`src/hdl/fla_pkg.sv`:
```
// Package for the FIFO hand-off lock: request and result transfer types,
// command and status codes, and the per-cell control word.
// Depends on nothing; every other file in hdl/ refers to it by scoped names.
`timescale 1ns / 1ps
`default_nettype none

package fla_pkg;

    localparam int IdFieldW    = 8;
    localparam int StatusW     = 3;
    localparam int WaitCountW  = 5;

    typedef enum logic {
        CMD_LOCK   = 1'b0,
        CMD_UNLOCK = 1'b1
    } cmd_e;

    typedef enum logic [StatusW-1:0] {
        ST_GRANTED    = 3'd0,
        ST_QUEUED     = 3'd1,
        ST_FULL       = 3'd2,
        ST_RELEASED   = 3'd3,
        ST_HANDOVER   = 3'd4,
        ST_NOT_OWNER  = 3'd5,
        ST_NOT_LOCKED = 3'd6
    } status_e;

    typedef struct packed {
        logic                cmd;
        logic [IdFieldW-1:0] requester_id;
    } req_t;

    typedef struct packed {
        logic [StatusW-1:0]    status;
        logic [IdFieldW-1:0]   woken_id;
        logic [WaitCountW-1:0] waiting_count;
    } result_t;

    // Operation applied to the waiter queue in one cycle.
    typedef struct packed {
        logic push;
        logic pop;
    } queue_op_t;

    // Control word of one queue cell.
    typedef struct packed {
        logic load;
        logic shift;
    } cell_ctl_t;

endpackage

`default_nettype wire

```
`src/hdl/fifo_handoff_lock.sv`:
```
// Top level of the FIFO hand-off lock: owner and lock flag, request decode,
// and the registered result. Depends on fla_pkg, fla_id_narrow and fla_queue.
//
//   Channel   Handshake          Payload              Direction
//   request   start / busy       req    (req_t)       in
//   result    done (strobe)      result (result_t)    out
//
// Cycles: a request accepted at one edge (start high, busy low) has its
//   result on the result ports for exactly the following cycle, marked by
//   done. No request holds the block, so busy stays low and
//   a new request may be accepted at every edge: one request per cycle.
// Reset: rst_n clears the lock flag, the owner, the waiter count and done.
//   The waiter cells themselves are not cleared; a cell is read only after
//   a waiter was written into it.
// Stalls: the receiver cannot stall; each result is taken when shown.
`timescale 1ns / 1ps
`default_nettype none

module fifo_handoff_lock #(
    parameter int QUEUE_DEPTH = 16,
    parameter int ID_WIDTH    = 8
) (
    input  wire logic          clk,
    input  wire logic          rst_n,
    input  wire logic          start,
    output logic               busy,
    input  wire fla_pkg::req_t req,
    output logic               done,
    output fla_pkg::result_t   result
);

    // Ids are carried in an 8-bit field, so at most eight bits can matter.
    localparam int ID_W = (ID_WIDTH < fla_pkg::IdFieldW) ? ID_WIDTH : fla_pkg::IdFieldW;
    // The waiter count must hold QUEUE_DEPTH itself.
    localparam int CW   = $clog2(QUEUE_DEPTH + 1);

    logic                locked_reg;
    logic                locked_next;
    logic [ID_W-1:0]     owner_reg;
    logic [ID_W-1:0]     owner_next;
    logic                done_reg;
    fla_pkg::result_t    result_reg;
    fla_pkg::result_t    result_next;

    logic                accept;
    logic [ID_W-1:0]     req_id;
    logic [ID_W-1:0]     head_id;
    logic [CW-1:0]       q_count;
    logic [CW-1:0]       count_after;
    logic [CW+4:0]       count_wide;
    logic                q_full;
    logic                q_empty;
    fla_pkg::queue_op_t  q_op;
    fla_pkg::status_e    status;
    logic [ID_W-1:0]     woken;

    assign busy   = 1'b0;
    assign accept = start && !busy;

    fla_id_narrow #(
        .ID_W (ID_W)
    ) u_narrow (
        .full_id (req.requester_id),
        .id      (req_id)
    );

    fla_queue #(
        .QUEUE_DEPTH (QUEUE_DEPTH),
        .ID_W        (ID_W),
        .CW          (CW)
    ) u_queue (
        .clk     (clk),
        .rst_n   (rst_n),
        .op      (q_op),
        .push_id (req_id),
        .head_id (head_id),
        .count   (q_count)
    );

    assign q_full  = (q_count == CW'(QUEUE_DEPTH));
    assign q_empty = (q_count == '0);

    // Request decode. An unlock checks ownership before the lock flag, so
    // the last owner of a free lock is told the lock is not held, while any
    // other id is told it is not the owner. Errors and a full queue leave
    // all state as it was.
    always_comb
    begin
        locked_next = locked_reg;
        owner_next  = owner_reg;
        q_op        = '0;
        woken       = '0;
        status      = fla_pkg::ST_FULL;

        if (req.cmd == fla_pkg::CMD_LOCK)
        begin
            if (!locked_reg)
            begin
                locked_next = 1'b1;
                owner_next  = req_id;
                status      = fla_pkg::ST_GRANTED;
            end
            else if (!q_full)
            begin
                q_op.push = 1'b1;
                status    = fla_pkg::ST_QUEUED;
            end
            else
            begin
                status = fla_pkg::ST_FULL;
            end
        end
        else
        begin
            if (req_id != owner_reg)
            begin
                status = fla_pkg::ST_NOT_OWNER;
            end
            else if (!locked_reg)
            begin
                status = fla_pkg::ST_NOT_LOCKED;
            end
            else if (q_empty)
            begin
                locked_next = 1'b0;
                status      = fla_pkg::ST_RELEASED;
            end
            else
            begin
                // Ownership passes straight to the oldest waiter.
                q_op.pop   = 1'b1;
                owner_next = head_id;
                woken      = head_id;
                status     = fla_pkg::ST_HANDOVER;
            end
        end

        if (!accept)
        begin
            locked_next = locked_reg;
            owner_next  = owner_reg;
            q_op        = '0;
        end
    end

    // Waiter count after this request, shown in the 5-bit result field.
    always_comb
    begin
        count_after = q_count;
        if (q_op.push)
        begin
            count_after = q_count + CW'(1);
        end
        else if (q_op.pop)
        begin
            count_after = q_count - CW'(1);
        end
    end

    assign count_wide = (CW + 5)'(count_after);

    always_comb
    begin
        result_next.status        = status;
        result_next.woken_id      = fla_pkg::IdFieldW'(woken);
        result_next.waiting_count = count_wide[fla_pkg::WaitCountW-1:0];
    end

    always_ff @(posedge clk or negedge rst_n)
    begin
        if (!rst_n)
        begin
            locked_reg <= 1'b0;
            owner_reg  <= '0;
            done_reg   <= 1'b0;
        end
        else
        begin
            locked_reg <= locked_next;
            owner_reg  <= owner_next;
            done_reg   <= accept;
        end
    end

    // The result payload needs no reset; done qualifies it.
    always_ff @(posedge clk)
    begin
        if (accept)
        begin
            result_reg <= result_next;
        end
    end

    assign done   = done_reg;
    assign result = result_reg;

    // Every accepted request produces exactly one result in the next cycle.
    a_done_follows: assert property (@(posedge clk) disable iff (!rst_n)
        accept |=> done)
        else $error("request transfer without a result transfer");

    a_no_spurious: assert property (@(posedge clk) disable iff (!rst_n)
        !accept |=> !done)
        else $error("result transfer without a request transfer");

    // A hand-over keeps the lock held; a release leaves it free with no waiters.
    a_handover_locked: assert property (@(posedge clk) disable iff (!rst_n)
        done && (result.status == fla_pkg::ST_HANDOVER) |-> locked_reg)
        else $error("lock free after hand-over");

    a_release_free: assert property (@(posedge clk) disable iff (!rst_n)
        done && (result.status == fla_pkg::ST_RELEASED) |-> !locked_reg && q_empty)
        else $error("lock held or waiters left after release");

    // The waiter count never passes the queue depth.
    a_count_bound: assert property (@(posedge clk) disable iff (!rst_n)
        q_count <= CW'(QUEUE_DEPTH))
        else $error("waiter count beyond queue depth");

endmodule

`default_nettype wire

```
`src/hdl/fla_cell.sv`:
```
// One cell of the waiter queue: holds one waiting id.
// Depends on fla_pkg for the cell control word.
`timescale 1ns / 1ps
`default_nettype none

module fla_cell #(
    parameter int ID_W = 8
) (
    input  wire logic              clk,
    input  wire fla_pkg::cell_ctl_t ctl,
    input  wire logic [ID_W-1:0]   new_id,
    input  wire logic [ID_W-1:0]   nbr_id,
    output logic      [ID_W-1:0]   id
);

    logic [ID_W-1:0] id_reg;
    logic [ID_W-1:0] id_next;

    // A load writes the id being queued; a shift takes the neighbor's id
    // one step closer to the head.
    always_comb
    begin
        id_next = id_reg;
        if (ctl.load)
        begin
            id_next = new_id;
        end
        else if (ctl.shift)
        begin
            id_next = nbr_id;
        end
    end

    always_ff @(posedge clk)
    begin
        id_reg <= id_next;
    end

    assign id = id_reg;

endmodule

`default_nettype wire

```
`src/hdl/fla_queue.sv`:
```
// Waiter queue built as a row of fla_cell instances with a fill count.
// The head is always cell 0; a pop shifts every cell one place toward it.
// Depends on fla_pkg and fla_cell.
`timescale 1ns / 1ps
`default_nettype none

module fla_queue #(
    parameter int QUEUE_DEPTH = 16,
    parameter int ID_W        = 8,
    parameter int CW          = 5
) (
    input  wire logic              clk,
    input  wire logic              rst_n,
    input  wire fla_pkg::queue_op_t op,
    input  wire logic [ID_W-1:0]   push_id,
    output logic      [ID_W-1:0]   head_id,
    output logic      [CW-1:0]     count
);

    logic [CW-1:0]   count_reg;
    logic [CW-1:0]   count_next;
    logic [ID_W-1:0] cell_id [QUEUE_DEPTH];

    always_comb
    begin
        count_next = count_reg;
        if (op.push)
        begin
            count_next = count_reg + CW'(1);
        end
        else if (op.pop)
        begin
            count_next = count_reg - CW'(1);
        end
    end

    always_ff @(posedge clk or negedge rst_n)
    begin
        if (!rst_n)
        begin
            count_reg <= '0;
        end
        else
        begin
            count_reg <= count_next;
        end
    end

    genvar gi;
    generate
        for (gi = 0; gi < QUEUE_DEPTH; gi++)
        begin : g_cell
            fla_pkg::cell_ctl_t ctl;
            logic [ID_W-1:0]    nbr;

            // The new waiter lands in the first free cell.
            assign ctl = '{load: op.push && (count_reg == CW'(gi)), shift: op.pop};

            if (gi == QUEUE_DEPTH - 1)
            begin : g_last
                assign nbr = '0;
            end
            else
            begin : g_mid
                assign nbr = cell_id[gi+1];
            end

            fla_cell #(
                .ID_W (ID_W)
            ) u_cell (
                .clk    (clk),
                .ctl    (ctl),
                .new_id (push_id),
                .nbr_id (nbr),
                .id     (cell_id[gi])
            );
        end
    endgenerate

    assign head_id = cell_id[0];
    assign count   = count_reg;

endmodule

`default_nettype wire

```
`src/hdl/fla_top_notes.sv`:
```
// Id narrowing helper: keeps the low ID_W bits of a requester id.
// Used by the top level ahead of the owner compare and the waiter queue.
// Depends on fla_pkg.
`timescale 1ns / 1ps
`default_nettype none

module fla_id_narrow #(
    parameter int ID_W = 8
) (
    input  wire logic [fla_pkg::IdFieldW-1:0] full_id,
    output logic      [ID_W-1:0]              id
);

    // Only the low ID_W bits of a requester id take part in the lock.
    assign id = full_id[ID_W-1:0];

endmodule

`default_nettype wire

```
`config.mk`:
```
export PLATFORM = sky130hd
export DESIGN_NAME = fifo_handoff_lock
export DESIGN_NICKNAME = d
export VERILOG_FILES = /design/src/hdl/fla_pkg.sv /design/src/hdl/fifo_handoff_lock.sv /design/src/hdl/fla_cell.sv /design/src/hdl/fla_queue.sv /design/src/hdl/fla_top_notes.sv
export SDC_FILE = /design/constraint.sdc
export NUM_CORES = 1
export LEC_CHECK = 0
export ABC_CLOCK_PERIOD_IN_PS = 3700
export BUFFER_PORTS_ARGS = -buffer_cell sky130_fd_sc_hd__buf_2
export CAP_MARGIN = 30
export CELL_PAD_IN_SITES_DETAIL_PLACEMENT = 2
export CELL_PAD_IN_SITES_GLOBAL_PLACEMENT = 2
export CORE_UTILIZATION = 43
export CTS_BUF_LIST = sky130_fd_sc_hd__clkbuf_2
export DETAILED_ROUTE_END_ITERATION = 10
export GPL_TIMING_DRIVEN = 0
export PLACE_DENSITY_LB_ADDON = 0.1
export SYNTH_ARGS = -nofsm -noshare
export SYNTH_HDL_FRONTEND = slang
export SYNTH_SLANG_ARGS = --single-unit
```
`constraint.sdc`:
```
create_clock -name clk -period 3.7 [get_ports clk]
set_input_delay 0.555 -clock clk [delete_from_list [all_inputs] [get_ports clk]]
set_output_delay 0.555 -clock clk [all_outputs]
set_load 0.02 [all_outputs]
```
==> results.md, run 1 <==
* Outcome: complete, no violations
* Met1 Usage GRT at a little over a quarter
* Routing usage on met2 at between 30% and 40%
* Placed instance count at just under 700
* Crit path kind: flop to flop
* Multi-input logic area at about 2300 sq um
* CP Launch Type: flop
* MaxCap Viol Count at 0
* Die Area at approximately 17000 sq um
* GP Congestion at 0.764
* Largest net degree at the start of global routing at 22
* Site Rows at 46
* R2R depth at 6
* Routed Antenna Nets at 0
* Max FFs per register at about 130
* # IOs at 30
* FMAX at between 300 and 400 MHz
* CTS tree: built
* Total CTS buffers at 17
* Drt drc at 0
* Crit path required time at slightly above 4 ns
* Crit-path max cell delay at 0.44 ns
* Most frequent cells in the layout: 144 x edfxtp_1, 136 x mux2_2, 33 x buf_2
* Net count after synthesis at around 460
* Share of cells above drive strength 1 at 45.1%
* Hold path depth at 1
* Top Usage Layer GRT: met2
* Htree depth at 4
* Post-synth top area cell: edfxtp_1
* Worst Hold Class: input pin to flop
* Cells after synthesis at 440
* Most common cell after layout, fill and taps aside: edfxtp_1
* Mapped cell area at roughly 7200 sq um
* Worst vdd ir at 0.243 mV
* Max Buffers Root-to-Sink at 2
* Library cells used by synthesis at roughly 40
* Final hold vios at 0
* CTS root buf: clkbuf_2
* Vias in the first global route at ~4200
* Routed len/inst at 23.5 microns
* Register Area at 4700 sq um
* Worst slew margin at a little under half
* Setup_tns at 0 ns
* Area of the core at 16100 sq um
* Post-synthesis sequential area ratio at ~65%
* Tmin final at around 2.8 ns
* CP arrival at roughly 3.2 ns
* Critical Path Sink Type: flop
* Leakage at approximately 0.0028 uW
* Post-synth top area share at between 60% and 70%
* Top post-synthesis cells by area: edfxtp_1 60%, mux2_2 21%, dfrtp_1 5.2%
* CP dominant cell by count: nand4_1
* Via count at between 3000 and 4000
* Tightest Pin Transition at about 0.8 ns
* Total gr overflow at 0
* GR Util All Layers at about a fifth
* Nets at 500
* Pins over their slew limit at 0
* Yosys reg bits at approximately 160
* Initial Util at between 40 and 50%
* Clock latency on the worst-skew pair at about 0.76 ns
* Synth warnings at 0
* Via-to-Cell Ratio at between 5 and 6
* Grt met3 use at 4.36%
* Cell Pwr Density at ~480 nW/um^2
* Routed WL at 16800 microns
* R2r setup slk at roughly 0.93 ns
* Filler Cells Inserted at approximately 1500
* RSZ-0062 raised after global routing: no
* Port bufs at 20
* Setup violations, final at 0
* Die width at roughly 130 microns
* Post-cts resize count at 0
* Starting DRT DRC Count at approximately 170
* Hold buffer count at CTS at 1
* Cells along the critical path: xnor2_1 -> nand4_1 -> nor2_1 -> nand4_1 -> buf_2 -> nand2_1
* CP Max Fanout at 10
* DRT Pass-1 Iters at 5
* Final Skew at approximately 0.042 ns
* Reg clk slew, reported paths at between 0.2 and 0.25 ns
* Sink Count at between 150 and 200
* CP max stage cell: dfrtp_1
* # Post-CTS Setup Buffers at 0
* Initial antenna violation count at 1
* Die height at 131 microns
* Dpl hpwl at between 10000 and 15000 microns
* Avg Cell Area, Syn at roughly 16 sq um
* Area delta synth->final at 8.24%
* Cell Count, Final, Fillers Out at 712
* Final critical-path share of the clock period at 74.9%
* First-pass GRT wire length at 26200 microns
## synth_stat cells, drive strengths merged
master	count
a21o	1
a22o	1
a2bb2oi	1
a31oi	2
a32oi	1
a41oi	1
and2	10
and3	9
buf	14
clkbuf	13
conb	1
dfrtp	15
edfxtp	144
ha	6
inv	5
mux2	136
mux2i	1
nand2	24
nand2b	2
nand3	12
nand3b	1
nand4	3
nor2	8
nor2b	2
nor3	1
nor3b	2
nor4	2
nor4b	2
o21ai	6
o21bai	1
o22ai	1
xnor2	12
## where the power goes
part	switching, uW	internal (uW)	total (uW)
logic	443	262	705
clock network	619	247	866
registers	58.1	2110	2160
total	1120	2610	3730
## area by class of cell
cell class,instances,area share [%]
inverter,5,0.241
sequential,159,60.4
antenna,1,0.0322
clock inverter,11,1.21
tap,216,3.47
multi-input combinational,249,30.0
timing repair buffer,23,1.54
buffer,27,1.71
clock buffer,21,1.35
## worst paths after layout
path / start / end
worst max-delay path: owner_reg[7]$_DFFE_PN0P_ / u_queue.g_cell[6].u_cell.id[4]$_DFFE_PP_
worst min-delay path: start / done$_DFF_PN0_
worst max register to register: owner_reg[7]$_DFFE_PN0P_ / u_queue.g_cell[6].u_cell.id[4]$_DFFE_PP_
worst min register to register: u_queue.g_cell[6].u_cell.id[4]$_DFFE_PP_ / u_queue.g_cell[5].u_cell.id[4]$_DFFE_PP_
max in group asynchronous: rst_n / u_queue.count[4]$_DFF_PN0_
min in group asynchronous: rst_n / owner_reg[3]$_DFFE_PN0P_
## layer usage
layer,up-vias,part of all wire [%]
li1,1752,-
met1,1991,44
met2,73,52
met3,19,2.9
met4,0,1.2
met5,-,0
## cells by family (layout without fill, tap and decap cells)
family | count (synthesis) | after routing | synth area share [%]
AO/OA/AOI/OAI | 15 | 15 | 1.53
XOR/XNOR | 12 | 12 | 1.46
adder cells (fa/ha/maj) | 6 | 6 | 1.04
buffers and inverters | 32 | 87 | 2.11
flip-flops | 159 | 159 | 65.4
multiplexers | 137 | 137 | 21.5
other | 1 | 2 | 0.0522
AND/OR/NAND/NOR | 78 | 78 | 6.95
## stage by stage
step	total power, uW	cell area (sq um)	hold slack [ns]	worst slack [ns]	util, %
after global routing	3910	7780	0.0700	0.738	48.3
after floorplan	2690	7190	0.259	1.42	-
after detailed placement	2910	7570	0.512	0.531	46.9
after CTS	3770	7770	0.0846	0.894	48.2
after global placement	2870	7560	0.512	0.613	46.9
final	3730	7780	0.159	0.928	48.3
## worst max-delay path, delay by kind of cell (launching register included)
kind,cells,cell delay [ns]
flops,1,0.44
xor+xnor,1,0.21
simple gates,4,1.44
buf+inv,1,0.36
No activity file was read; power rests on OpenSTA's default activity.
==> run 2: changes to the inputs <==
--- a/config.mk
+++ b/config.mk
@@ -5,7 +5,8 @@
 export SDC_FILE = /design/constraint.sdc
 export NUM_CORES = 1
 export LEC_CHECK = 0
-export ABC_CLOCK_PERIOD_IN_PS = 3700
+export ABC_AREA = 1
+export ABC_CLOCK_PERIOD_IN_PS = 2600
 export BUFFER_PORTS_ARGS = -buffer_cell sky130_fd_sc_hd__buf_2
 export CAP_MARGIN = 30
 export CELL_PAD_IN_SITES_DETAIL_PLACEMENT = 2
==> constraint.sdc (replaced) <==
create_clock -name clk -period 2.6 [get_ports clk]
set_input_delay 0.39 -clock clk [delete_from_list [all_inputs] [get_ports clk]]
set_output_delay 0.39 -clock clk [all_outputs]
set_load 0.02 [all_outputs]
==> results.md, run 2 <==
* Synth warnings at 0
* Routed len/inst at around 22 microns
* Post-synthesis sequential area ratio at between 60 and 70%
* Final hold vios at 0
* Die height at about 130 microns
* Met1 Usage GRT at around 32%
* Clock latency on the worst-skew pair at around 0.75 ns
* Final Skew at around 0.049 ns
* Crit path required time at between 3 and 4 ns
* Post-synth top area share at 61.2%
* CP arrival at 2.95 ns
* Tightest Pin Transition at 0.729 ns
* Setup_tns at 0 ns
* Critical Path Sink Type: flop
* CP Max Fanout at 10
* Net count after synthesis at 676
* Dpl hpwl at 14500 microns
* Cells after synthesis at about 660
* Tightest hold margin at roughly 0.075 ns
* Grt met3 use at 3.94%
* Tmin final at about 2.5 ns
* Main combinational cell family by area after synthesis: simple AND/OR/NAND/NOR gates
* Mapped cell area at roughly 7100 sq um
* Top post-synthesis cells by area: edfxtp_1 61%, nand2_1 10%, o21ai_0 6.1%
* Via-to-Cell Ratio at between 5 and 6
* Max FFs per register at roughly 130
* GR Util All Layers at approximately 25%
* CP Launch Type: flop
* Fraction of registers with async set/reset at 9.43%
* RSZ-0062 raised after global routing: yes
* CTS root buf: clkbuf_2
* Crit path kind: flop to flop
* Routed WL at approximately 20000 microns
* Site Rows at between 40 and 50
* Area of the core at between 15000 and 20000 sq um
* Synth Area in Simple Gates at 16.7%
* Area delta synth->final at 10.3%
* Port bufs at 28
* DRT Pass-1 Iters at 4
* Max Buffers Root-to-Sink at 2
* Drt drc at 0
* Library cells used by synthesis at 30
* Synth Area in Compound Gates at about a tenth
* Largest net degree at the start of global routing at 24
* Outcome: complete, no violations
* Post-synth EDFFs at 144
* Top Usage Layer GRT: met2
* MaxCap Viol Count at 0
* Post-synth top cells: 195 x nand2_1, 144 x edfxtp_1, 86 x o21ai_0
* Most common cell after layout, fill and taps aside: nand2_1
* Setup violations, final at 0
* Sink Count at about 160
* # IOs at 30
* Die Area at ~17000 sq um
* GP Congestion at between 0.7 and 0.8
* Leakage at roughly 0.0032 uW
* XOR/XNOR Fraction of Synth Area at less than 1%
* Htree depth at 4
* Routing usage on met2 at between 40 and 50%
* Nets at 730
* Total CTS buffers at 17
* Placed instance count at 903
* First-pass GRT wire length at about 31000 microns
* Final critical-path share of the clock period at between 90% and 100%
* Cell Pwr Density at about 700 nW/um^2
* Via count at about 5100
* CTS tree: built
* Mux share of post-synthesis cell area at 0%
* Post-synth top area cell: edfxtp_1
* Starting DRT DRC Count at between 300 and 400
* Pins over their slew limit at 0
* Filler Cells Inserted at 1682
* Worst Hold Class: input pin to async pin
* Routed Antenna Nets at 0
* Most frequently used flop master after synthesis: edfxtp_1
* Total gr overflow at 0
* Post-synthesis adder-cell area fraction at 1.06%
* Final cell utilization of the core at between 40% and 50%
* Yosys reg bits at 159
* Most common cell in the netlist: nand2_1
* Avg Cell Area, Syn at around 11 sq um
* Vias in the first global route at approximately 5500
* Cell Count, Final, Fillers Out at 942
* Post-Layout Inst Area at approximately 8000 sq um
* DP Area at between 7000 and 8000 sq um
* Share of cells above drive strength 1 at approximately 18%
* R2r setup slk at between 0.09 and 0.1 ns
* Initial Util at roughly 44%
* Reg clk slew, reported paths at 0.24 ns
* Most frequent cells in the layout: 184 x nand2_1, 144 x edfxtp_1, 86 x o21ai_0
* Worst vdd ir at 0.255 mV
* Worst slew margin at 51.4%
* Initial antenna violation count at 1
* FMAX at 399 MHz
* Die width at roughly 130 microns
run 2: where the power goes:
part	leakage, uW	internal, uW	switching [uW]
Sequential	0.00150	3040	93.5
Combinational	0.00156	355	917
Clock	0.000130	352	860
run 2: metrics by stage:
| stage | setup slack (ns) | total power [uW] |
|---|---|---|
| final | 0.0969 | 5620 |
| after CTS | 0.00111 | 5600 |
| after global placement | -0.505 | 4260 |
| after floorplan | 0.229 | 3980 |
| after global routing | -0.0198 | 5870 |
| after detailed placement | -0.237 | 4380 |
run 2: critical path, cell delays in order, from the launching register on:
cell,delay [ns]
dfrtp_2,0.48
inv_1,0.13
ha_1,0.24
inv_1,0.13
nor2_4,0.07
nand2_1,0.11
nand2_1,0.11
nor2_4,0.17
nand3_4,0.14
buf_6,0.21
o31ai_1,0.15
buf_4,0.26
run 2: cell type report:
cell class / instances / area, sq um / share of cell area, %
Sequential cell: 159 / 4700 / 60.3
Clock buffer: 23 / 115 / 1.48
Timing Repair Buffer: 35 / 198 / 2.53
Antenna cell: 1 / 2.50 / 0.0321
Buffer: 33 / 175 / 2.25
Tap cell: 216 / 270 / 3.47
Inverter: 47 / 176 / 2.26
Multi-Input combinational cell: 419 / 2090 / 26.8
Clock inverter: 9 / 68.8 / 0.882
run 2: kinds of logic after synthesis:
family                     count (synthesis)
and+or+nand+nor                          264
other                                      1
AOI/OAI and AO/OA                        144
DFF                                      159
xor gates and xnor gates                   4
buffers and inverters                     80
adders and majority gates                  6
run 2: path summary, 6_finish.rpt:
check / startpoint / endpoint / cells after the start
setup / recovery: u_queue.count[1]$_DFF_PN0_ / u_queue.g_cell[7].u_cell.id[7]$_DFFE_PP_ / 11
hold / removal: rst_n / done$_DFF_PN0_ / 2
min in group clk: req[5] / u_queue.g_cell[11].u_cell.id[5]$_DFFE_PP_ / 3
setup reg to reg: u_queue.count[1]$_DFF_PN0_ / u_queue.g_cell[7].u_cell.id[7]$_DFFE_PP_ / 11
hold reg to reg: u_queue.g_cell[15].u_cell.id[3]$_SDFFCE_PN0P_ / u_queue.g_cell[14].u_cell.id[3]$_DFFE_PP_ / 2
max in group asynchronous: rst_n / owner_reg[7]$_DFFE_PN0P_ / 2
run 2: timing repair:
action | CTS | global route
endpoints found under the hold margin | 16 | 0
hold buffers | 2 | 0
setup endpoints to repair | 128 | 103
gates resized for setup | 10 | 13
setup buffers | 1 | 3
run 2: routing by layer:
metal	vias to the layer above	part of all wire [%]
met1	2605	43
met2	94	52
met4	0	0.96
met3	16	4.2
met5	-	0
li1	2361	-
==> run 3: changes to the inputs <==
==> constraint.sdc (replaced) <==
create_clock -name clk -period 2.6 [get_ports clk]
set_input_delay 0.13 -clock clk [delete_from_list [all_inputs] [get_ports clk]]
set_output_delay 0.13 -clock clk [all_outputs]
set_load 0.02 [all_outputs]
==> results.md, run 3 (synthesis results as in run 2) <==
* Outcome: complete, no violations
* Final Skew at 0.0481 ns
* CP Launch Type: flop
* Clock latency on the worst-skew pair at about 0.77 ns
* Total gr overflow at 0
* Largest net degree at the start of global routing at 24
* Site Rows at 46
* Initial antenna violation count at 1
* Pins over their slew limit at 0
* DRT Pass-1 Iters at 4
* Setup crit end: u_queue.g_cell[7].u_cell.id[7]$_DFFE_PP_
* CP Launch Point: u_queue.count[1]$_DFF_PN0_
* Max Buffers Root-to-Sink at 2
* Die height at about 130 microns
* Via-to-Cell Ratio at between 5 and 6
* Leakage at roughly 0.0032 uW
* Htree depth at 4
* Tmin final at between 2 and 2.5 ns
* Critical Path Sink Type: flop
* Most common cell after layout, fill and taps aside: nand2_1
* Worst Hold Class: input pin to flop
* CP max stage cell: dfrtp_2
* Reg clk slew, reported paths at between 0.2 and 0.25 ns
* Starting DRT DRC Count at just over 300
* First-pass GRT wire length at 31700 microns
* # IOs at 30
* Vias in the first global route at 5613
* Dpl hpwl at around 15000 microns
* Routed WL at between 20000 and 25000 microns
* Reg2reg end: u_queue.g_cell[7].u_cell.id[7]$_DFFE_PP_
* Cell Pwr Density at around 710 nW/um^2
* FF-to-FF Start: u_queue.count[1]$_DFF_PN0_
* Crit path kind: flop to flop
* R2R depth at 11
* Routed Antenna Nets at 0
* Die width at about 130 microns
* Initial Util at approximately 44%
* Share of cells above drive strength 1 at ~17%
* RSZ-0062 raised after global routing: yes
* R2r setup slk at 0.12 ns
* CP Max Fanout at 10
* Total power at roughly 5600 uW
* CTS root buf: clkbuf_2
* Die Area at ~17000 sq um
* MaxCap Viol Count at 0
* Final critical-path share of the clock period at between 90% and 100%
* Sink Count at about 160
* GR Util All Layers at 25.9%
* Nets at 740
* Tightest Pin Transition at a little under 0.9 ns
* Tightest hold margin at 0.281 ns
* Drt drc at 0
* Area delta synth->final at 11.8%
* Routed len/inst at 21.6 microns
* CP arrival at ~3 ns
* Filler Cells Inserted at approximately 1700
* Worst vdd ir at about 0.26 mV
* Most frequent cells in the layout: 184 x nand2_1, 144 x edfxtp_1, 86 x o21ai_0
* Area of the core at approximately 16000 sq um
* Worst slew margin at a little over two fifths
* Max FFs per register at approximately 130
* Port bufs at 28
* Setup violations, final at 0
* GP Congestion at ~0.77
* Crit path required time at a little over 3 ns
* Total CTS buffers at 17
* CTS tree: built
* Cells along the critical path: inv_1 -> ha_1 -> inv_1 -> nor2_4 -> nand2_1 -> nand2_1 -> nor2_4 -> nand3_4 -> buf_6 -> o31ai_1 -> buf_4
* Final cell utilization of the core at between 40% and 50%
* Crit-path max cell delay at approximately 0.48 ns
* Via count at 5091
* FMAX at 403 MHz
* Final hold vios at 0
==> run 3: changes by cell type in the layout (fill, tap and decap cells not counted) <==
| cell | delta |
|---|---|
| dlygate4sd3_1 | +10 |
==> run 3: power breakdown <==
part           switching [uW]  internal [uW]  leakage, uW
Combinational             925            365      0.00160
Sequential               97.1           3040      0.00150
Clock                     866            352     0.000130
==> run 3: per-stage QoR <==
step	setup WS, ns	std cells	TNS [ns]	cell area [sq um]
floorplan	0.229	658	0	7070
global placement	-0.455	902	-4.99	7480
detailed placement	-0.237	903	-15.39	7490
CTS	0.00111	948	0	7840
global route	-0.0198	952	-0.180	7900
finish	0.118	952	0	7900
==> run 3: repair_timing <==
item / 4_1_cts / 5_1_grt
hold buffers: 12 / 0
setup buffers: 1 / 3
hold endpoints to repair: 80 / 0
endpoints found under the setup margin: 128 / 103
gates resized for setup: 10 / 13
cloned: 0 / 0
==> run 3: critical path: cells and delay by family (launching register included) <==
| kind | cells | cell delay, ns |
|---|---|---|
| compound gates | 1 | 0.14 |
| fa+ha+maj | 1 | 0.24 |
| buf+inv | 4 | 0.73 |
| flops | 1 | 0.48 |
| simple gates | 5 | 0.59 |
==> run 3: layout make-up <==
cell class	count	area, sq um	share of cell area, %
clock inverter	9	68.8	0.871
buffer	33	175	2.22
timing repair buffer	45	298	3.77
inverter	47	176	2.23
multi-input combinational	419	2090	26.5
tap	216	270	3.42
sequential	159	4700	59.5
clock buffer	23	115	1.46
antenna	1	2.50	0.0317
==> run 3: metal layers <==
layer	track usage (%)	wire, microns	up-vias
met1	32.2	8590	2581
met4	8.48	354	0
met2	46.1	10600	95
met5	0	0	-
li1	-	-	2382
met3	3.90	966	33
==> run 3: worst min path at each step <==
stage           from                  endpoint  cells past startpoint
2_1_floorplan  rst_n            done$_DFF_PN0_                      0
3_3_place_gp   rst_n  owner_reg[0]$_DFFE_PN0P_                      1
3_5_place_dp   rst_n  owner_reg[1]$_DFFE_PN0P_                      1
4_1_cts        start            done$_DFF_PN0_                      2
5_1_grt        start            done$_DFF_PN0_                      2
6_report       start            done$_DFF_PN0_                      2
